`src/hw/rtl/pjcm_pkg.sv`:
```
// ----------------------------------------------------------------------------
// pjcm_pkg - shared types and constants
// widths of the step-distance datapath and the window control group
// ----------------------------------------------------------------------------
package pjcm_pkg;

	// coordinate and difference widths
	localparam int unsigned POS_W   = 32;
	localparam int unsigned DIFF_W  = 24;
	localparam int unsigned SQ_W    = 2 * DIFF_W;
	// sum of three squares needs two more bits
	localparam int unsigned RAD_W   = SQ_W + 2;
	localparam int unsigned ROOT_W  = RAD_W / 2;
	localparam int unsigned TOTAL_W = 32;
	localparam int unsigned LIMIT_W = 16;

	localparam logic [DIFF_W-1:0]  DIFF_MAX      = '1;
	localparam logic [LIMIT_W-1:0] AVG_LIMIT_RST = 16'd2000;

	// control beat from the sequencer into the window store
	typedef struct packed {
		logic rd;   // fetch the oldest entry
		logic wr;   // push the new distance and update the sum
	} win_ctrl_t;

endpackage

```
`src/hw/rtl/pjcm_sqrt.sv`:
```
// ----------------------------------------------------------------------------
// pjcm_sqrt - iterative floor square root
// one result bit per cycle, two radicand bits shifted in per step
// ----------------------------------------------------------------------------
module pjcm_sqrt
	import pjcm_pkg::*;
(
	input  logic              clk,
	input  logic              arst_n,
	input  logic              start,
	input  logic [RAD_W-1:0]  radicand,
	output logic              busy,
	output logic              done,
	output logic [ROOT_W-1:0] root
);

	localparam int unsigned STEPS = ROOT_W;
	localparam int unsigned CNT_W = $clog2(STEPS + 1);
	localparam int unsigned REM_W = ROOT_W + 2;
	localparam int unsigned SH_W  = REM_W + 2;

	logic [CNT_W-1:0]  cnt_q;
	logic              done_q;
	logic [RAD_W-1:0]  rad_q;
	logic [REM_W-1:0]  rem_q;
	logic [ROOT_W-1:0] root_q;

	logic [SH_W-1:0]   rem_sh;
	logic [SH_W-1:0]   trial;
	logic [SH_W-1:0]   rem_diff;
	logic              take;

	// one restoring step
	always_comb begin
		rem_sh   = {rem_q, rad_q[RAD_W-1 -: 2]};
		trial    = {{(SH_W-ROOT_W-2){1'b0}}, root_q, 2'b01};
		rem_diff = rem_sh - trial;
		take     = (rem_sh >= trial);
	end

	// step counter and done pulse
	always_ff @(posedge clk or negedge arst_n) begin
		if (!arst_n) begin
			cnt_q  <= '0;
			done_q <= 1'b0;
		end else begin
			done_q <= (cnt_q == CNT_W'(1));
			if (start) begin
				cnt_q <= CNT_W'(STEPS);
			end else if (cnt_q != '0) begin
				cnt_q <= cnt_q - CNT_W'(1);
			end
		end
	end

	// remainder, root and radicand shift
	always_ff @(posedge clk) begin
		if (start) begin
			rad_q  <= radicand;
			rem_q  <= '0;
			root_q <= '0;
		end else if (cnt_q != '0) begin
			rad_q <= {rad_q[RAD_W-3:0], 2'b00};
			if (take) begin
				rem_q  <= rem_diff[REM_W-1:0];
				root_q <= {root_q[ROOT_W-2:0], 1'b1};
			end else begin
				rem_q  <= rem_sh[REM_W-1:0];
				root_q <= {root_q[ROOT_W-2:0], 1'b0};
			end
		end
	end

	assign busy = (cnt_q != '0);
	assign done = done_q;
	assign root = root_q;

endmodule

```
`src/hw/rtl/pjcm_window.sv`:
```
// ----------------------------------------------------------------------------
// pjcm_window - ring of recent step distances with running sum
// holds the distance ring, write slot, push count and window total
// ----------------------------------------------------------------------------
module pjcm_window
	import pjcm_pkg::*;
#(
	parameter int unsigned WINDOW = 10
) (
	input  logic               clk,
	input  logic               arst_n,
	input  win_ctrl_t          ctrl,
	input  logic [ROOT_W-1:0]  step_len,
	input  logic [LIMIT_W-1:0] avg_limit,
	output logic               converged
);

	localparam int unsigned SLOT_W = (WINDOW > 1) ? $clog2(WINDOW) : 1;
	localparam int unsigned CNT_W  = $clog2(WINDOW + 2);

	logic [ROOT_W-1:0]  ring_mem [WINDOW];
	logic [ROOT_W-1:0]  rd_data_q;
	logic [SLOT_W-1:0]  slot_q;
	logic [CNT_W-1:0]   pushes_q;
	logic [TOTAL_W-1:0] total_q;

	logic               full;
	logic [TOTAL_W-1:0] drop;
	logic [TOTAL_W-1:0] limit_sum;

	// ring storage, oldest entry fetched before the push into the same slot
	always_ff @(posedge clk) begin
		if (ctrl.wr) begin
			ring_mem[slot_q] <= step_len;
		end
		if (ctrl.rd) begin
			rd_data_q <= ring_mem[slot_q];
		end
	end

	assign full = (pushes_q >= CNT_W'(WINDOW));
	assign drop = full ? {{(TOTAL_W-ROOT_W){1'b0}}, rd_data_q} : '0;

	// slot, push count and running sum
	always_ff @(posedge clk or negedge arst_n) begin
		if (!arst_n) begin
			slot_q   <= '0;
			pushes_q <= '0;
			total_q  <= '0;
		end else if (ctrl.wr) begin
			total_q <= total_q - drop + {{(TOTAL_W-ROOT_W){1'b0}}, step_len};
			if (slot_q == SLOT_W'(WINDOW - 1)) begin
				slot_q <= '0;
			end else begin
				slot_q <= slot_q + SLOT_W'(1);
			end
			if (pushes_q <= CNT_W'(WINDOW)) begin
				pushes_q <= pushes_q + CNT_W'(1);
			end
		end
	end

	// mean test without a divide: total against limit times window
	assign limit_sum = {{(TOTAL_W-LIMIT_W){1'b0}}, avg_limit} * TOTAL_W'(WINDOW);
	assign converged = (pushes_q > CNT_W'(WINDOW)) && (total_q <= limit_sum);

endmodule

```
`src/hw/rtl/position_jump_convergence_monitor_core.sv`:
```
// ----------------------------------------------------------------------------
// position_jump_convergence_monitor_core - windowed step-distance monitor
// sequence: a beat is taken in idle, then differences, shared squaring, the
//   25-step square root, window read and push, and output (straight from
//   differences when both positions are zero); s_tready is high only in idle,
//   also while a result waits for m_tready, and low until output is left
// reset: arst_n clears previous position, window state and output valid;
//   avg_limit returns to 2000
// ----------------------------------------------------------------------------
module position_jump_convergence_monitor_core
	import pjcm_pkg::*;
#(
	parameter int unsigned WINDOW = 10
) (
	input  logic               clk,
	input  logic               arst_n,
	// pos_x [31:0], pos_y [63:32], pos_z [95:64]
	input  logic [95:0]        s_tdata,
	input  logic               s_tvalid,
	output logic               s_tready,
	// converged [0], zero fill [7:1]
	output logic [7:0]         m_tdata,
	output logic               m_tvalid,
	input  logic               m_tready,
	input  logic               cfg_we,
	input  logic [LIMIT_W-1:0] cfg_wdata
);

	typedef enum logic [7:0] {
		S_IDLE      = 8'b0000_0001,
		S_DIFF      = 8'b0000_0010,
		S_SQ        = 8'b0000_0100,
		S_ROOT_GO   = 8'b0000_1000,
		S_ROOT_WAIT = 8'b0001_0000,
		S_RD        = 8'b0010_0000,
		S_WR        = 8'b0100_0000,
		S_OUT       = 8'b1000_0000
	} state_t;

	state_t              state_q;
	logic [LIMIT_W-1:0]  avg_limit_q;
	logic [POS_W-1:0]    cur_x_q, cur_y_q, cur_z_q;
	logic [POS_W-1:0]    prev_x_q, prev_y_q, prev_z_q;
	logic [DIFF_W-1:0]   dx_q, dy_q, dz_q;
	logic [1:0]          sq_cnt_q;
	logic [SQ_W-1:0]     prod_q;
	logic [RAD_W-1:0]    acc_q;
	logic                zero_q;
	logic                m_tvalid_q;
	logic                m_conv_q;

	logic [DIFF_W-1:0]   sq_sel;
	logic [SQ_W-1:0]     sq_val;
	logic                root_start;
	logic                root_busy;
	logic                root_done;
	logic [ROOT_W-1:0]   root_val;
	win_ctrl_t           win_ctrl;
	logic                win_conv;
	logic                out_free;
	logic                both_zero;

	// saturated magnitude of a coordinate difference
	function automatic logic [DIFF_W-1:0] sat_abs_diff(input logic [POS_W-1:0] a,
			input logic [POS_W-1:0] b);
		logic [POS_W:0] d;
		logic [POS_W:0] m;
		d = {a[POS_W-1], a} - {b[POS_W-1], b};
		m = d[POS_W] ? (~d + (POS_W+1)'(1)) : d;
		if (m > {{(POS_W+1-DIFF_W){1'b0}}, DIFF_MAX}) begin
			sat_abs_diff = DIFF_MAX;
		end else begin
			sat_abs_diff = m[DIFF_W-1:0];
		end
	endfunction

	assign s_tready  = (state_q == S_IDLE);
	assign out_free  = !m_tvalid_q || m_tready;
	assign both_zero = (cur_x_q == '0) && (cur_y_q == '0) && (cur_z_q == '0) &&
		(prev_x_q == '0) && (prev_y_q == '0) && (prev_z_q == '0);

	// shared squaring unit operand select
	always_comb begin
		unique case (sq_cnt_q)
			2'd0:    sq_sel = dx_q;
			2'd1:    sq_sel = dy_q;
			default: sq_sel = dz_q;
		endcase
		sq_val = sq_sel * sq_sel;
	end

	assign root_start = (state_q == S_ROOT_GO);
	assign win_ctrl.rd = (state_q == S_RD);
	assign win_ctrl.wr = (state_q == S_WR);

	// configuration register
	always_ff @(posedge clk or negedge arst_n) begin
		if (!arst_n) begin
			avg_limit_q <= AVG_LIMIT_RST;
		end else if (cfg_we) begin
			avg_limit_q <= cfg_wdata;
		end
	end

	// sequencer, previous position and output register
	always_ff @(posedge clk or negedge arst_n) begin
		if (!arst_n) begin
			state_q    <= S_IDLE;
			sq_cnt_q   <= '0;
			zero_q     <= 1'b0;
			prev_x_q   <= '0;
			prev_y_q   <= '0;
			prev_z_q   <= '0;
			m_tvalid_q <= 1'b0;
		end else begin
			if (m_tvalid_q && m_tready) begin
				m_tvalid_q <= 1'b0;
			end
			unique case (state_q)
				S_IDLE: begin
					if (s_tvalid) begin
						state_q <= S_DIFF;
					end
				end
				S_DIFF: begin
					sq_cnt_q <= '0;
					zero_q   <= both_zero;
					state_q  <= both_zero ? S_OUT : S_SQ;
				end
				S_SQ: begin
					sq_cnt_q <= sq_cnt_q + 2'd1;
					if (sq_cnt_q == 2'd3) begin
						state_q <= S_ROOT_GO;
					end
				end
				S_ROOT_GO: begin
					state_q <= S_ROOT_WAIT;
				end
				S_ROOT_WAIT: begin
					if (root_done) begin
						state_q <= S_RD;
					end
				end
				S_RD: begin
					state_q <= S_WR;
				end
				S_WR: begin
					prev_x_q <= cur_x_q;
					prev_y_q <= cur_y_q;
					prev_z_q <= cur_z_q;
					state_q  <= S_OUT;
				end
				S_OUT: begin
					if (out_free) begin
						m_tvalid_q <= 1'b1;
						state_q    <= S_IDLE;
					end
				end
				default: state_q <= S_IDLE;
			endcase
		end
	end

	// datapath registers
	always_ff @(posedge clk) begin
		if (s_tvalid && s_tready) begin
			cur_x_q <= s_tdata[31:0];
			cur_y_q <= s_tdata[63:32];
			cur_z_q <= s_tdata[95:64];
		end
		if (state_q == S_DIFF) begin
			dx_q <= sat_abs_diff(cur_x_q, prev_x_q);
			dy_q <= sat_abs_diff(cur_y_q, prev_y_q);
			dz_q <= sat_abs_diff(cur_z_q, prev_z_q);
		end
		// square one coordinate per cycle, accumulate the previous product
		if (state_q == S_SQ) begin
			prod_q <= sq_val;
			if (sq_cnt_q == 2'd0) begin
				acc_q <= '0;
			end else begin
				acc_q <= acc_q + {2'b00, prod_q};
			end
		end
		if ((state_q == S_OUT) && out_free) begin
			m_conv_q <= win_conv && !zero_q;
		end
	end

	pjcm_sqrt u_sqrt (
		.clk      (clk),
		.arst_n   (arst_n),
		.start    (root_start),
		.radicand (acc_q),
		.busy     (root_busy),
		.done     (root_done),
		.root     (root_val)
	);

	pjcm_window #(
		.WINDOW (WINDOW)
	) u_window (
		.clk       (clk),
		.arst_n    (arst_n),
		.ctrl      (win_ctrl),
		.step_len  (root_val),
		.avg_limit (avg_limit_q),
		.converged (win_conv)
	);

	assign m_tvalid = m_tvalid_q;
	assign m_tdata  = {7'b000_0000, m_conv_q};

	// no new beat is taken while the root unit iterates
	a_busy_not_ready: assert property (@(posedge clk) disable iff (!arst_n)
		root_busy |-> !s_tready)
		else $error("input accepted during square root");

	// root completes only while the sequencer waits for it
	a_done_in_wait: assert property (@(posedge clk) disable iff (!arst_n)
		root_done |-> (state_q == S_ROOT_WAIT))
		else $error("square root done outside wait state");

	// an output beat is raised only from the output state
	a_out_from_state: assert property (@(posedge clk) disable iff (!arst_n)
		$rose(m_tvalid_q) |-> $past(state_q == S_OUT))
		else $error("output beat raised outside output state");

	// window push happens only with a fresh root
	a_push_after_root: assert property (@(posedge clk) disable iff (!arst_n)
		win_ctrl.wr |-> $past(win_ctrl.rd, 1) && $past(root_done, 2))
		else $error("window push without completed root");

endmodule
```
`config.mk`:
```
export PLATFORM = sky130hd
export DESIGN_NAME = position_jump_convergence_monitor_core
export DESIGN_NICKNAME = d
export VERILOG_FILES = /design/src/hw/rtl/pjcm_pkg.sv /design/src/hw/rtl/pjcm_sqrt.sv /design/src/hw/rtl/pjcm_window.sv /design/src/hw/rtl/position_jump_convergence_monitor_core.sv
export SDC_FILE = /design/constraint.sdc
export NUM_CORES = 2
export LEC_CHECK = 0
export ABC_AREA = 1
export BUFFER_PORTS_ARGS = -buffer_cell sky130_fd_sc_hd__buf_2
export CAP_MARGIN = 5
export CELL_PAD_IN_SITES_DETAIL_PLACEMENT = 0
export CELL_PAD_IN_SITES_GLOBAL_PLACEMENT = 1
export CORE_MARGIN = 1
export CORE_UTILIZATION = 50
export DETAILED_ROUTE_END_ITERATION = 12
export PLACE_DENSITY = 0.87
export SLEW_MARGIN = 15
export SYNTH_ARGS = -nofsm -noshare
export SYNTH_HDL_FRONTEND = slang
export SYNTH_SLANG_ARGS = --single-unit
```
`constraint.sdc`:
```
create_clock -name clk -period 11.2 [get_ports clk]
set_clock_uncertainty 0.05 [all_clocks]
set_input_delay 1.12 -clock clk [delete_from_list [all_inputs] [get_ports clk]]
set_output_delay 1.12 -clock clk [all_outputs]
set_load 0.1 [all_outputs]
```
==> impl_metrics.yaml <==
cts:
  postCtsSetupRepairBufs: 0
  ctsHoldBuffers: 0
  cts_made_buffers: 86
  cts_tree: "done"
  cts_sinks: 813
  path_clk_slew_ps: 60
  worstSkewPairLatency_ps: 750
  clockBufferDepth: 3
  post_cts_resized: 0
  clock-root-buffer: "clkbuf_16"
  h-tree-depth: 3
worst_setup_path:
  worst_path_most_repeated_cell: "fa_1"
  crit_required_ps: 11580
  endpoint_kind: "flip-flop"
  critPathArrivalTime_ps: 9580
  crit_slowest_cell: "inv_1"
  cpPeakStageDelay_ps: 800
  crit_fanout: 25
  worstSetupPathType: "flip-flop to flip-flop"
  reg2regPathDepth: 29
  cp-start-kind: "flip-flop"
grt:
  track_usage_pct: 25.4
  grt_pass1_wl_um: 269000
  grt-ovfl-total: 0
  antenna_found_initial: 1
  grt_pass1_vias: 51000
  grt_max_degree: 109
layout:
  syn2layout_area_growth_pct: 8.19
  diodes: 0
  layout.core_utilization_pct: 54.7
  final_layout_size_suffix_gt1_share_pct: 6.76
  final_nets: 8932
  fill_cells: 11900
  stdcell_count: 9733
synth:
  syn-cell-area_um2: 65700
  synthArstFlopShare_pct: 20.9
  yosysMostFrequentCell: "nand2_1"
  synth.area.top_cells: "edfxtp_1 27%, fa_1 14%, nand2_1 11%"
  synthFlopType: "edfxtp_1"
  synth_cell_type_count: 63
  yosysSeqAreaShare_pct: 35.1
  synth_largest_area_cell: "edfxtp_1"
  synth_enable_flop_cells: 591
  avgSynthCellArea_um2: 8.38
  synth_top_cell_area_share_pct: 27.0
  yosysWarnings: 0
  synth_commonest_cells: "1853 x nand2_1, 1644 x inv_1, 591 x edfxtp_1, 515 x nor2_1, 462 x fa_1"
  synthCells: 7838
  ys_seq_elements: 813
place:
  dp.cells: 9572
  portBuffers: 119
  dpl.hpwl_um: 128000
  gp_congestion: 0.917
floorplan:
  pin_count: 127
  die_area_um2: 133000
  initial_core_util_pct: 50.6
  core-area_um2: 130000
  die_width_um: 365
  die_y_um: 365
  num_rows: 132
sta:
  hold_ws_ps: 414
  fin_crit_ps: 9200
  setup_tns_ps: 0
  hold_violations: 0
  slew_headroom_pct: 24.1
  tightest_slew_ps: 1140
  final_max_slew_viol_count: 0
  rsz0062_at_grt: "no"
  setup_viol: 0
  max_freq_mhz: 109
  period_share_pct: 82.2
routing:
  antenna_left: 0
  drt-wirelength-per-cell_um: 17.0
  drtIter0Drc: 3657
  firstDrtPassIters: 6
  vias_per_cell: 5.21
  finalWirelength_um: 166000
  vias: 50700
  drc: 0
min_path:
  min_path_cells: 2
  min_path_type: "flip-flop to flip-flop"
job:
  drv_cap: 0
status:
  status: "completed"
path summary, 6_finish.rpt:
check | start | end | slack, ps
worst max-delay path | sq_cnt_q[0] | prod_q[38] | 2000
worst min-delay path | u_sqrt.rem_q[26] | u_sqrt.rem_q[26] | 410
worst max register to register | sq_cnt_q[0] | prod_q[38] | 2000
worst min register to register | u_sqrt.rem_q[26] | u_sqrt.rem_q[26] | 410
max in group asynchronous | arst_n | state_q[7] | 9110
min in group asynchronous | arst_n | prev_x_q[6] | 430
cell families (layout without fill, tap and decap cells):
family | Yosys count | in the layout | synth area share, %
AO/OA/AOI/OAI | 1028 | 1028 | 8.95
XOR/XNOR | 181 | 181 | 2.41
flip-flops | 813 | 813 | 35.1
AND/OR/NAND/NOR | 3050 | 3050 | 20.1
other | 1 | 7 | 0.00571
multiplexers | 14 | 14 | 0.240
buffers and inverters | 1854 | 2001 | 10.8
adder cells (fa/ha/maj) | 897 | 897 | 22.4
placed cells by master, fill, tap and decap left out, types with 11 or more instances in the layout:
| cell type | Yosys | final |
|---|---|---|
| nor4_1 | 58 | 57 |
| inv_2 | 20 | 21 |
| xor2_1 | 117 | 117 |
| dfxtp_1 | 52 | 52 |
| a22o_1 | 15 | 15 |
| nor3_1 | 58 | 58 |
| o21bai_1 | 13 | 13 |
| nand2_2 | 52 | 53 |
| clkbuf_1 | 149 | 22 |
| nor2_1 | 515 | 500 |
| nand3b_1 | 35 | 35 |
| a22oi_1 | 101 | 101 |
| o31ai_1 | 18 | 18 |
| clkbuf_16 | 0 | 87 |
| nor2_4 | 17 | 24 |
| buf_4 | 9 | 52 |
| nor2_2 | 21 | 29 |
| xnor2_1 | 64 | 64 |
| buf_2 | 4 | 118 |
| edfxtp_1 | 591 | 591 |
| a31oi_1 | 46 | 46 |
| nand4_1 | 92 | 92 |
| nand2_1 | 1853 | 1851 |
| o22ai_1 | 31 | 31 |
| or3_1 | 26 | 26 |
| fa_1 | 462 | 462 |
| o21a_1 | 20 | 20 |
| dfrtp_1 | 163 | 163 |
| clkinv_2 | 0 | 12 |
| mux2_2 | 14 | 14 |
| o211ai_1 | 11 | 11 |
| nand3_1 | 223 | 223 |
| nand3_2 | 63 | 63 |
| a21oi_1 | 403 | 402 |
| ha_1 | 435 | 435 |
| inv_1 | 1644 | 1641 |
| clkinv_1 | 5 | 14 |
| o21ai_0 | 312 | 312 |
stage by stage:
| stage | worst slack, ps | area, um2 |
|---|---|---|
| after floorplan | 2400 | 65700 |
| after global placement | 2140 | 68200 |
| after detailed placement | 2010 | 68200 |
| after CTS | 2000 | 71100 |
| after global routing | 1400 | 71100 |
| final | 2000 | 71100 |
registers in the layout, indices dropped and copies added, names as in the netlist, 8 cells and up:
register / count
u_window.ring_mem: 250
dx_q: 24
cur_x_q: 32
cur_y_q: 32
dy_q: 24
dz_q: 24
prev_y_q: 32
u_window.rd_data_q: 25
prev_x_q: 32
avg_limit_q: 16
cur_z_q: 32
state_q: 8
u_sqrt.root: 25
u_window.total_q: 32
prod_q: 47
u_sqrt.rem_q: 27
prev_z_q: 32
u_sqrt.rad_q: 50
acc_q: 50
layout make-up:
class / instances / area (um2) / area share (%)
clock buffers: 110 / 2270 / 3.20
clock inverters: 51 / 669 / 0.942
inverters: 1669 / 6270 / 8.82
multi-input cells: 5177 / 35700 / 50.2
flip-flops and latches: 813 / 23100 / 32.4
well taps: 1742 / 2180 / 3.07
repair buffers: 171 / 995 / 1.40
layer usage:
layer,GRT usage (%),vias to the layer above,wire [um]
met3,3.06,180,9170
met2,43.6,1300,79600
met4,5.87,0,3080
li1,-,25200,-
met1,34.4,24100,73700
met5,0,-,0
critical path: cells and delay by family, from the launching register on:
family	cells	cell delay, ps
flip-flops	1	420
AO/OA/AOI/OAI	4	1020
adder cells (fa/ha/maj)	9	4510
XOR/XNOR	1	170
AND/OR/NAND/NOR	8	1370
buffers and inverters	7	1380
Power is left out: the tool's default activity adds up to more than one toggle a clock period on the data nets, which glitch-free logic cannot reach.
